--- config.mk ---
export PLATFORM = sky130hd
export DESIGN_NAME = led_matrix_frame_serializer_unit
export DESIGN_NICKNAME = d
export VERILOG_FILES = /design/src/hdl/lmfs_pkg.sv /design/src/hdl/lmfs_front.sv /design/src/hdl/lmfs_queue.sv /design/src/hdl/lmfs_back.sv /design/src/hdl/led_matrix_frame_serializer_unit.sv
export SDC_FILE = /design/constraint.sdc
export NUM_CORES = 1
export LEC_CHECK = 0
export BUFFER_PORTS_ARGS = -buffer_cell sky130_fd_sc_hd__buf_2
export CAP_MARGIN = 5
export CORE_MARGIN = 3
export CORE_UTILIZATION = 43
export DETAILED_ROUTE_END_ITERATION = 12
export PLACE_DENSITY_LB_ADDON = 0.15
export REMOVE_ABC_BUFFERS = 1
export SYNTH_ARGS = -nofsm -noshare
export SYNTH_HDL_FRONTEND = slang
export SYNTH_HIERARCHICAL = 1
export SYNTH_SLANG_ARGS = --single-unit
export TNS_END_PERCENT = 30
--- constraint.sdc ---
create_clock -name aclk -period 3.7 [get_ports aclk]
set_clock_uncertainty 0.05 [all_clocks]
set_input_delay 0.74 -clock aclk [delete_from_list [all_inputs] [get_ports aclk]]
set_output_delay 0.74 -clock aclk [all_outputs]
set_load 0.01 [all_outputs]
--- src/hdl/lmfs_pkg.sv ---
// ----------------------------------------------------------------------------
// LED matrix serializer package
// Types and constants shared by the front, queue and back sequencer.
// ----------------------------------------------------------------------------
package lmfs_pkg;

    // Width of the frame byte position counter
    localparam int unsigned POS_W = 4;

    // Bus command bytes
    localparam logic [7:0] ADDR_CMD          = 8'hC0;
    localparam logic [7:0] DISPLAY_CMD_RESET = 8'h8A;

    // Depth of the queue between front and back
    localparam int unsigned QUEUE_DEPTH = 2;
    localparam int unsigned QPTR_W      = $clog2(QUEUE_DEPTH);
    localparam int unsigned QCNT_W      = $clog2(QUEUE_DEPTH + 1);

    // One classified byte handed from front to back
    typedef struct packed {
        logic [7:0] col_byte;
        logic       first;   // byte opens a frame
        logic       last;    // byte closes a frame
    } byte_item_t;

    // Pin sequence segments run by the back sequencer
    typedef enum logic [2:0] {
        SEG_START_A,
        SEG_ADDR,
        SEG_DATA,
        SEG_END_A,
        SEG_START_B,
        SEG_CMD,
        SEG_END_B
    } seg_t;

endpackage

--- src/hdl/lmfs_front.sv ---
// ----------------------------------------------------------------------------
// LED matrix serializer front
// Accepts column bytes, tracks the frame position and tags first/last bytes.
// ----------------------------------------------------------------------------
module lmfs_front #(
    parameter int unsigned FRAME_BYTES = 16
) (
    input  logic                aclk,
    input  logic                aresetn,
    input  logic                s_tvalid,
    output logic                s_tready,
    input  logic [7:0]          s_tdata,    // [7:0] column_byte
    input  logic                q_full,
    output logic                q_push,
    output lmfs_pkg::byte_item_t q_item
);

    localparam logic [lmfs_pkg::POS_W:0] FRAME_LEN = (lmfs_pkg::POS_W + 1)'(FRAME_BYTES);

    logic [lmfs_pkg::POS_W-1:0] pos_reg;
    logic [lmfs_pkg::POS_W-1:0] pos_next;
    logic [lmfs_pkg::POS_W:0]   pos_inc;
    logic                       is_last;

    // Accept whenever the queue has room
    assign s_tready = !q_full;
    assign q_push   = s_tvalid && !q_full;

    // Classify the byte by its place in the frame
    assign pos_inc = {1'b0, pos_reg} + (lmfs_pkg::POS_W + 1)'(1);
    assign is_last = (pos_inc >= FRAME_LEN);

    assign q_item.col_byte = s_tdata;
    assign q_item.first    = (pos_reg == '0);
    assign q_item.last     = is_last;

    // Advance or wrap the position
    always_comb begin
        pos_next = pos_reg;
        if (q_push) begin
            pos_next = is_last ? '0 : pos_inc[lmfs_pkg::POS_W-1:0];
        end
    end

    always_ff @(posedge aclk) begin
        if (!aresetn) begin
            pos_reg <= '0;
        end else begin
            pos_reg <= pos_next;
        end
    end

endmodule

--- src/hdl/lmfs_queue.sv ---
// ----------------------------------------------------------------------------
// LED matrix serializer queue
// Short FIFO of classified bytes between the front and the back sequencer.
// ----------------------------------------------------------------------------
module lmfs_queue (
    input  logic                 aclk,
    input  logic                 aresetn,
    input  logic                 push,
    input  lmfs_pkg::byte_item_t push_item,
    output logic                 full,
    input  logic                 pop,
    output logic                 not_empty,
    output lmfs_pkg::byte_item_t head_item
);

    lmfs_pkg::byte_item_t            mem_reg [lmfs_pkg::QUEUE_DEPTH];
    logic [lmfs_pkg::QPTR_W-1:0]     wr_ptr_reg;
    logic [lmfs_pkg::QPTR_W-1:0]     wr_ptr_next;
    logic [lmfs_pkg::QPTR_W-1:0]     rd_ptr_reg;
    logic [lmfs_pkg::QPTR_W-1:0]     rd_ptr_next;
    logic [lmfs_pkg::QCNT_W-1:0]     count_reg;
    logic [lmfs_pkg::QCNT_W-1:0]     count_next;
    logic                            do_push;
    logic                            do_pop;

    localparam logic [lmfs_pkg::QCNT_W-1:0] DEPTH_CNT = lmfs_pkg::QCNT_W'(lmfs_pkg::QUEUE_DEPTH);
    localparam logic [lmfs_pkg::QPTR_W-1:0] LAST_PTR  = lmfs_pkg::QPTR_W'(lmfs_pkg::QUEUE_DEPTH - 1);

    assign full      = (count_reg == DEPTH_CNT);
    assign not_empty = (count_reg != '0);
    assign head_item = mem_reg[rd_ptr_reg];
    assign do_push   = push && !full;
    assign do_pop    = pop && not_empty;

    // Advance pointers and fill count
    always_comb begin
        wr_ptr_next = wr_ptr_reg;
        rd_ptr_next = rd_ptr_reg;
        count_next  = count_reg;
        if (do_push) begin
            wr_ptr_next = (wr_ptr_reg == LAST_PTR) ? '0 : wr_ptr_reg + lmfs_pkg::QPTR_W'(1);
        end
        if (do_pop) begin
            rd_ptr_next = (rd_ptr_reg == LAST_PTR) ? '0 : rd_ptr_reg + lmfs_pkg::QPTR_W'(1);
        end
        if (do_push && !do_pop) begin
            count_next = count_reg + lmfs_pkg::QCNT_W'(1);
        end else if (do_pop && !do_push) begin
            count_next = count_reg - lmfs_pkg::QCNT_W'(1);
        end
    end

    always_ff @(posedge aclk) begin
        if (!aresetn) begin
            wr_ptr_reg <= '0;
            rd_ptr_reg <= '0;
            count_reg  <= '0;
        end else begin
            wr_ptr_reg <= wr_ptr_next;
            rd_ptr_reg <= rd_ptr_next;
            count_reg  <= count_next;
        end
    end

    // Store payload
    always_ff @(posedge aclk) begin
        if (do_push) begin
            mem_reg[wr_ptr_reg] <= push_item;
        end
    end

endmodule

--- src/hdl/lmfs_back.sv ---
// ----------------------------------------------------------------------------
// LED matrix serializer back end
// Runs start, byte and end segments and emits one pin step per cycle when not stalled.
// ----------------------------------------------------------------------------
module lmfs_back (
    input  logic                 aclk,
    input  logic                 aresetn,
    input  logic                 cfg_we,
    input  logic [7:0]           cfg_wdata,
    input  logic                 q_not_empty,
    input  lmfs_pkg::byte_item_t q_head,
    output logic                 q_pop,
    output logic                 m_tvalid,
    input  logic                 m_tready,
    output logic [7:0]           m_tdata,   // [0] clock_level, [1] data_level, [7:2] zero
    output logic                 m_tlast    // last_step
);

    lmfs_pkg::seg_t seg_reg;
    lmfs_pkg::seg_t seg_next;
    lmfs_pkg::seg_t seg_after;

    logic       active_reg;
    logic       active_next;
    logic [2:0] bit_reg;
    logic [2:0] bit_next;
    logic [1:0] sub_reg;
    logic [1:0] sub_next;
    logic [7:0] val_reg;
    logic       last_reg;
    logic       data_line_reg;
    logic [7:0] disp_cmd_reg;

    logic       out_valid_reg;
    logic       out_clk_reg;
    logic       out_dat_reg;
    logic       out_last_reg;

    logic       advance;
    logic       is_byte_seg;
    logic [7:0] cur_byte;
    logic       seg_end;
    logic       final_step;
    logic       step_clk;
    logic       step_dat;

    // Display command register
    always_ff @(posedge aclk) begin
        if (!aresetn) begin
            disp_cmd_reg <= lmfs_pkg::DISPLAY_CMD_RESET;
        end else if (cfg_we) begin
            disp_cmd_reg <= cfg_wdata;
        end
    end

    // Step when busy and the output register can take it
    assign advance = active_reg && (!out_valid_reg || m_tready);

    // Decode the current segment
    always_comb begin
        is_byte_seg = 1'b0;
        cur_byte    = val_reg;
        seg_end     = 1'b0;
        step_clk    = 1'b0;
        step_dat    = data_line_reg;
        unique case (seg_reg)
            lmfs_pkg::SEG_START_A, lmfs_pkg::SEG_START_B: begin
                seg_end  = (sub_reg == 2'd2);
                step_clk = 1'b1;
                if (sub_reg == 2'd1) begin
                    step_dat = 1'b1;
                end else if (sub_reg == 2'd2) begin
                    step_dat = 1'b0;
                end
            end
            lmfs_pkg::SEG_END_A, lmfs_pkg::SEG_END_B: begin
                seg_end  = (sub_reg == 2'd3);
                step_clk = sub_reg[1];
                if (sub_reg == 2'd1) begin
                    step_dat = 1'b0;
                end else if (sub_reg == 2'd3) begin
                    step_dat = 1'b1;
                end
            end
            lmfs_pkg::SEG_ADDR, lmfs_pkg::SEG_DATA, lmfs_pkg::SEG_CMD: begin
                is_byte_seg = 1'b1;
                if (seg_reg == lmfs_pkg::SEG_ADDR) begin
                    cur_byte = lmfs_pkg::ADDR_CMD;
                end else if (seg_reg == lmfs_pkg::SEG_CMD) begin
                    cur_byte = disp_cmd_reg;
                end
                seg_end  = (bit_reg == 3'd7) && (sub_reg == 2'd2);
                step_clk = (sub_reg == 2'd2);
                if (sub_reg != 2'd0) begin
                    step_dat = cur_byte[bit_reg];
                end
            end
            default: begin
                seg_end = 1'b1;
            end
        endcase
    end

    // Segment order within one item
    always_comb begin
        seg_after  = lmfs_pkg::SEG_DATA;
        final_step = 1'b0;
        unique case (seg_reg)
            lmfs_pkg::SEG_START_A: seg_after = lmfs_pkg::SEG_ADDR;
            lmfs_pkg::SEG_ADDR:    seg_after = lmfs_pkg::SEG_DATA;
            lmfs_pkg::SEG_DATA: begin
                seg_after  = lmfs_pkg::SEG_END_A;
                final_step = seg_end && !last_reg;
            end
            lmfs_pkg::SEG_END_A:   seg_after = lmfs_pkg::SEG_START_B;
            lmfs_pkg::SEG_START_B: seg_after = lmfs_pkg::SEG_CMD;
            lmfs_pkg::SEG_CMD:     seg_after = lmfs_pkg::SEG_END_B;
            lmfs_pkg::SEG_END_B:   final_step = seg_end;
            default:               final_step = seg_end;
        endcase
    end

    // Load the next item when idle or on the last step of the current one
    assign q_pop = q_not_empty && (!active_reg || (advance && final_step));

    // Next state of the sequencer
    always_comb begin
        seg_next    = seg_reg;
        active_next = active_reg;
        bit_next    = bit_reg;
        sub_next    = sub_reg;
        if (q_pop) begin
            seg_next    = q_head.first ? lmfs_pkg::SEG_START_A : lmfs_pkg::SEG_DATA;
            active_next = 1'b1;
            bit_next    = '0;
            sub_next    = '0;
        end else if (advance) begin
            if (final_step) begin
                active_next = 1'b0;
            end else if (seg_end) begin
                seg_next = seg_after;
                bit_next = '0;
                sub_next = '0;
            end else if (is_byte_seg && (sub_reg == 2'd2)) begin
                sub_next = '0;
                bit_next = bit_reg + 3'd1;
            end else begin
                sub_next = sub_reg + 2'd1;
            end
        end
    end

    always_ff @(posedge aclk) begin
        if (!aresetn) begin
            seg_reg       <= lmfs_pkg::SEG_DATA;
            active_reg    <= 1'b0;
            bit_reg       <= '0;
            sub_reg       <= '0;
            data_line_reg <= 1'b0;
        end else begin
            seg_reg    <= seg_next;
            active_reg <= active_next;
            bit_reg    <= bit_next;
            sub_reg    <= sub_next;
            if (advance) begin
                data_line_reg <= step_dat;
            end
        end
    end

    // Hold the byte and its frame tag for the item in work
    always_ff @(posedge aclk) begin
        if (q_pop) begin
            val_reg  <= q_head.col_byte;
            last_reg <= q_head.last;
        end
    end

    // Output register
    always_ff @(posedge aclk) begin
        if (!aresetn) begin
            out_valid_reg <= 1'b0;
        end else if (advance) begin
            out_valid_reg <= 1'b1;
        end else if (m_tready) begin
            out_valid_reg <= 1'b0;
        end
    end

    always_ff @(posedge aclk) begin
        if (advance) begin
            out_clk_reg  <= step_clk;
            out_dat_reg  <= step_dat;
            out_last_reg <= final_step;
        end
    end

    assign m_tvalid = out_valid_reg;
    assign m_tdata  = {6'b0, out_dat_reg, out_clk_reg};
    assign m_tlast  = out_last_reg;

endmodule

--- src/hdl/led_matrix_frame_serializer_unit.sv ---
// A byte's first step reaches m_tvalid via queue, sequencer state and output register.
// One pin step goes out per cycle unless the output stalls; each byte is a data segment,
// plus start/address on opening a frame and end/start/command/end on closing one.
// A two-entry queue lets the front take the next byte while the back is still working.
// Reset (aresetn low, synchronous) clears frame position, data line, queue and output
// valid, and loads the display command with 0x8A.
// ----------------------------------------------------------------------------
// LED matrix frame serializer
// Turns frame column bytes into clock/data pin steps for a two-wire LED driver.
// ----------------------------------------------------------------------------
module led_matrix_frame_serializer_unit #(
    parameter int unsigned FRAME_BYTES = 16
) (
    input  logic       aclk,
    input  logic       aresetn,
    input  logic       s_tvalid,
    output logic       s_tready,
    input  logic [7:0] s_tdata,    // [7:0] column_byte
    input  logic       cfg_we,
    input  logic [7:0] cfg_wdata,  // display_command
    output logic       m_tvalid,
    input  logic       m_tready,
    output logic [7:0] m_tdata,    // [0] clock_level, [1] data_level, [7:2] zero
    output logic       m_tlast     // last_step
);

    lmfs_pkg::byte_item_t push_item;
    lmfs_pkg::byte_item_t head_item;
    logic                 q_push;
    logic                 q_full;
    logic                 q_pop;
    logic                 q_not_empty;

    // Classify incoming bytes
    lmfs_front #(
        .FRAME_BYTES (FRAME_BYTES)
    ) u_front (
        .aclk     (aclk),
        .aresetn  (aresetn),
        .s_tvalid (s_tvalid),
        .s_tready (s_tready),
        .s_tdata  (s_tdata),
        .q_full   (q_full),
        .q_push   (q_push),
        .q_item   (push_item)
    );

    // Decouple front and back
    lmfs_queue u_queue (
        .aclk      (aclk),
        .aresetn   (aresetn),
        .push      (q_push),
        .push_item (push_item),
        .full      (q_full),
        .pop       (q_pop),
        .not_empty (q_not_empty),
        .head_item (head_item)
    );

    // Sequence pin steps
    lmfs_back u_back (
        .aclk        (aclk),
        .aresetn     (aresetn),
        .cfg_we      (cfg_we),
        .cfg_wdata   (cfg_wdata),
        .q_not_empty (q_not_empty),
        .q_head      (head_item),
        .q_pop       (q_pop),
        .m_tvalid    (m_tvalid),
        .m_tready    (m_tready),
        .m_tdata     (m_tdata),
        .m_tlast     (m_tlast)
    );

endmodule

==> flow_results.xml <==
<?xml version="1.0" encoding="UTF-8"?>
<metrics>
  <group name="outcome">
    <metric name="run_status" unit="">complete, no violations</metric>
  </group>
  <group name="logic_synthesis">
    <metric name="number_of_warnings_issued_by_yosys" unit="">6</metric>
    <metric name="ys_async_sr_fraction" unit="%">0</metric>
    <metric name="postSynth.topFlopCell" unit="">edfxtp_1</metric>
    <metric name="synth_edf_count" unit="">32</metric>
    <metric name="yosys_register_bits" unit="">60</metric>
    <metric name="cell_area_after_technology_mapping" unit="um2">2980</metric>
    <metric name="synth_seq_area_share" unit="%">51.1</metric>
    <metric name="synthesis.instances" unit="">271</metric>
    <metric name="avgSynthCellArea" unit="um2">11.0</metric>
    <metric name="netlist-cell-type-count" unit="">55</metric>
  </group>
  <group name="min_path">
    <metric name="hp-class" unit="">register to register</metric>
    <metric name="hold_path_startpoint" unit="">u_back/active_reg</metric>
  </group>
  <group name="power">
    <metric name="power.share.switching" unit="%">29.7</metric>
    <metric name="static-leakage-power" unit="nW">1.25</metric>
    <metric name="irDropWorstVdd" unit="uV">442</metric>
    <metric name="powerDensity" unit="nW/um2">652</metric>
    <metric name="pwr-share-comb" unit="%">23.5</metric>
    <metric name="p_sw" unit="mW">0.631</metric>
    <metric name="seqPwrFrac" unit="%">46.5</metric>
    <metric name="p_int" unit="mW">1.49</metric>
    <metric name="power_frac_clock" unit="%">30.0</metric>
  </group>
  <group name="final_layout">
    <metric name="final_net_count" unit="">309</metric>
    <metric name="number_of_flip_flops_in_the_largest_register" unit="">20</metric>
    <metric name="layout-drive-gt1-share" unit="%">22.2</metric>
    <metric name="syn_to_final_growth" unit="%">9.21</metric>
    <metric name="diodes_inserted" unit="">0</metric>
    <metric name="fillCellCount" unit="">596</metric>
    <metric name="finish.cell_count_without_fillers" unit="">365</metric>
  </group>
  <group name="floorplanning">
    <metric name="effective_utilization_at_floorplan" unit="%">45.6</metric>
    <metric name="io_pins" unit="">32</metric>
    <metric name="coreArea" unit="um2">6530</metric>
    <metric name="rows" unit="">29</metric>
    <metric name="area_enclosed_by_the_die_boundary" unit="um2">7960</metric>
    <metric name="die_h" unit="um">89.2</metric>
    <metric name="die-width" unit="um">89.2</metric>
  </group>
  <group name="critical_path">
    <metric name="critPathCaptureType" unit="">register</metric>
    <metric name="critical_path.reg2reg.startpoint" unit="">u_back/bit_reg[1]</metric>
    <metric name="cp_max_fo" unit="">8</metric>
    <metric name="startpoint_type" unit="">register</metric>
    <metric name="crit_start" unit="">u_back/bit_reg[1]</metric>
    <metric name="required" unit="ns">3.92</metric>
    <metric name="critical_path_arrival" unit="ns">3.18</metric>
    <metric name="critical_path_class" unit="">register to register</metric>
  </group>
  <group name="global_route">
    <metric name="globalRouteTotalUtil" unit="%">14.6</metric>
    <metric name="grt_overflow" unit="">0</metric>
    <metric name="grt_antenna_before_repair" unit="">0</metric>
    <metric name="grt_max_degree" unit="">21</metric>
    <metric name="grt_pass1_wl" unit="mm">8.57</metric>
    <metric name="first_global_vias" unit="">1755</metric>
  </group>
  <group name="timing">
    <metric name="fin_hold_ws" unit="ns">0.425</metric>
    <metric name="setup_total_negative_slack" unit="ns">0</metric>
    <metric name="finalWorstSetupSlack" unit="ns">0.736</metric>
    <metric name="tightest_slew" unit="ns">0.855</metric>
    <metric name="finalCritPeriodShare" unit="%">80.1</metric>
    <metric name="max_freq" unit="MHz">337</metric>
    <metric name="max_slew_margin" unit="%">42.7</metric>
    <metric name="finalMaxSlewViolations" unit="">0</metric>
    <metric name="finalCriticalPeriod" unit="ns">2.96</metric>
    <metric name="report.final.hold_viol_count" unit="">0</metric>
    <metric name="finalSetupViolCount" unit="">0</metric>
    <metric name="grt_setup_unrepaired" unit="">no</metric>
  </group>
  <group name="drt">
    <metric name="detail_route.wirelength" unit="mm">5.16</metric>
    <metric name="via_count" unit="">1919</metric>
    <metric name="drt-wirelength-per-cell" unit="um">14.1</metric>
    <metric name="drt_iter0_markers" unit="">76</metric>
    <metric name="post-route-drc-count" unit="">0</metric>
    <metric name="drt_first_pass_iters" unit="">4</metric>
    <metric name="routed_via_count_divided_by_cell_count" unit="">5.26</metric>
    <metric name="drtAntennaViolNets" unit="">0</metric>
  </group>
  <group name="clock_network">
    <metric name="post-cts-setup-buffers" unit="">0</metric>
    <metric name="post_cts_resize_count" unit="">0</metric>
    <metric name="cts_root_buffer" unit="">clkbuf_8</metric>
    <metric name="cts.sink_count" unit="">60</metric>
    <metric name="clk_latency" unit="ns">0.33</metric>
    <metric name="clock_tree.htree_level_count" unit="">3</metric>
    <metric name="tritoncts.num_buffers" unit="">9</metric>
    <metric name="cts_hold_repair.buffers" unit="">0</metric>
    <metric name="path_clk_slew" unit="ns">0.07</metric>
    <metric name="clk_path_buf_depth" unit="">2</metric>
    <metric name="clock_tree_from_tritoncts" unit="">yes</metric>
  </group>
  <group name="placement">
    <metric name="place_worst_setup_slack" unit="ns">0.733</metric>
    <metric name="replace_congestion" unit="">0.786</metric>
    <metric name="io_buffer_count" unit="">25</metric>
    <metric name="place.detailed.hpwl" unit="mm">3.54</metric>
    <metric name="dp.cells" unit="">349</metric>
  </group>
  <group name="job">
    <metric name="maxCapViolations" unit="">0</metric>
  </group>
</metrics>
[kinds of logic after synthesis]
logic type	synth area share [%]
and+or+nand+nor	14.6
DFF	51.1
AOI/OAI and AO/OA	11.7
buffers and inverters	8.03
muxes	10.6
xor gates and xnor gates	1.77
adders and majority gates	2.10
other	0.126
[power groups by stage]
stage	combinational, mW	sequential (mW)	clock [mW]
6_report	0.499	0.986	0.636
5_1_grt	0.565	1.01	0.684
4_1_cts	0.505	0.988	0.656
3_5_place_dp	0.499	1.00	0
3_3_place_gp	0.495	1.00	0
2_1_floorplan	0.371	0.974	0
[worst paths after layout]
check / end / slack (ns) / cells past startpoint
max: u_queue/count_reg[1] / 0.74 / 10
min: u_back/m_tvalid / 0.42 / 2
max reg2reg: u_queue/count_reg[1] / 0.74 / 10
min reg2reg: u_back/m_tvalid / 0.42 / 2
[per-layer routing]
metal  share of wire, %  global-route usage [%]
met1                 47                    18.7
met2                 48                    22.3
met3                4.4                    4.88
met4               0.25                    6.63
met5                  0                       0
[cells in the mapped netlist (4+ instances only)]
library cell	n	share of area, %
nor2b_1	4	0.84
a21oi_1	15	2.5
o21ai_0	9	1.5
nor2_1	19	2.4
nand2b_1	8	1.7
dfxtp_1	28	19
ha_1	5	2.1
xor2_1	4	1.2
buf_2	5	0.84
nand2_1	19	2.4
nand3_1	4	0.67
edfxtp_1	32	32
and2_1	4	0.84
mux2_2	11	4.2
inv_1	13	1.6
mux2i_1	13	4.4
clkbuf_1	7	0.88
buf_4	17	4.3
[worst max-delay path: stages, from the launching register on]
cell	delay, ns
dfxtp_1	0.57
ha_1	0.23
ha_1	0.19
nand2b_1	0.09
a211oi_1	0.37
o2111ai_1	0.26
nand2_1	0.14
o21ai_0	0.14
ha_1	0.35
or3_1	0.37
a21oi_1	0.14
[per-stage QoR]
stage,utilization (%),area (um2),power (mW)
2_1_floorplan,-,2810,1.35
3_5_place_dp,46.5,3030,1.50
4_1_cts,49.8,3250,2.15
6_report,49.8,3250,2.12
3_3_place_gp,46.5,3030,1.50
5_1_grt,49.8,3250,2.26
[layout by cell type, fill, tap and decap left out, types with 5 or more instances in the layout]
| cell type | Yosys | routed |
|---|---|---|
| a21oi_1 | 15 | 15 |
| buf_2 | 5 | 25 |
| clkbuf_8 | 0 | 9 |
| conb_1 | 1 | 6 |
| dfxtp_1 | 28 | 28 |
| edfxtp_1 | 32 | 32 |
| ha_1 | 5 | 5 |
| inv_1 | 13 | 13 |
| mux2_2 | 11 | 11 |
| mux2i_1 | 13 | 13 |
| nand2_1 | 19 | 19 |
| nand2b_1 | 8 | 8 |
| nor2_1 | 19 | 19 |
| o21ai_0 | 9 | 9 |
[layout make-up]
class	instances	area, um2	area share (%)
clock buffer	10	128	3.93
clock inverter	6	88.8	2.73
inverter	13	48.8	1.50
multi-input combinational	173	1230	38.0
sequential	60	1520	46.8
tap	77	96.3	2.96
timing repair buffer	26	133	4.08
(Power assumes the default switching activity.)
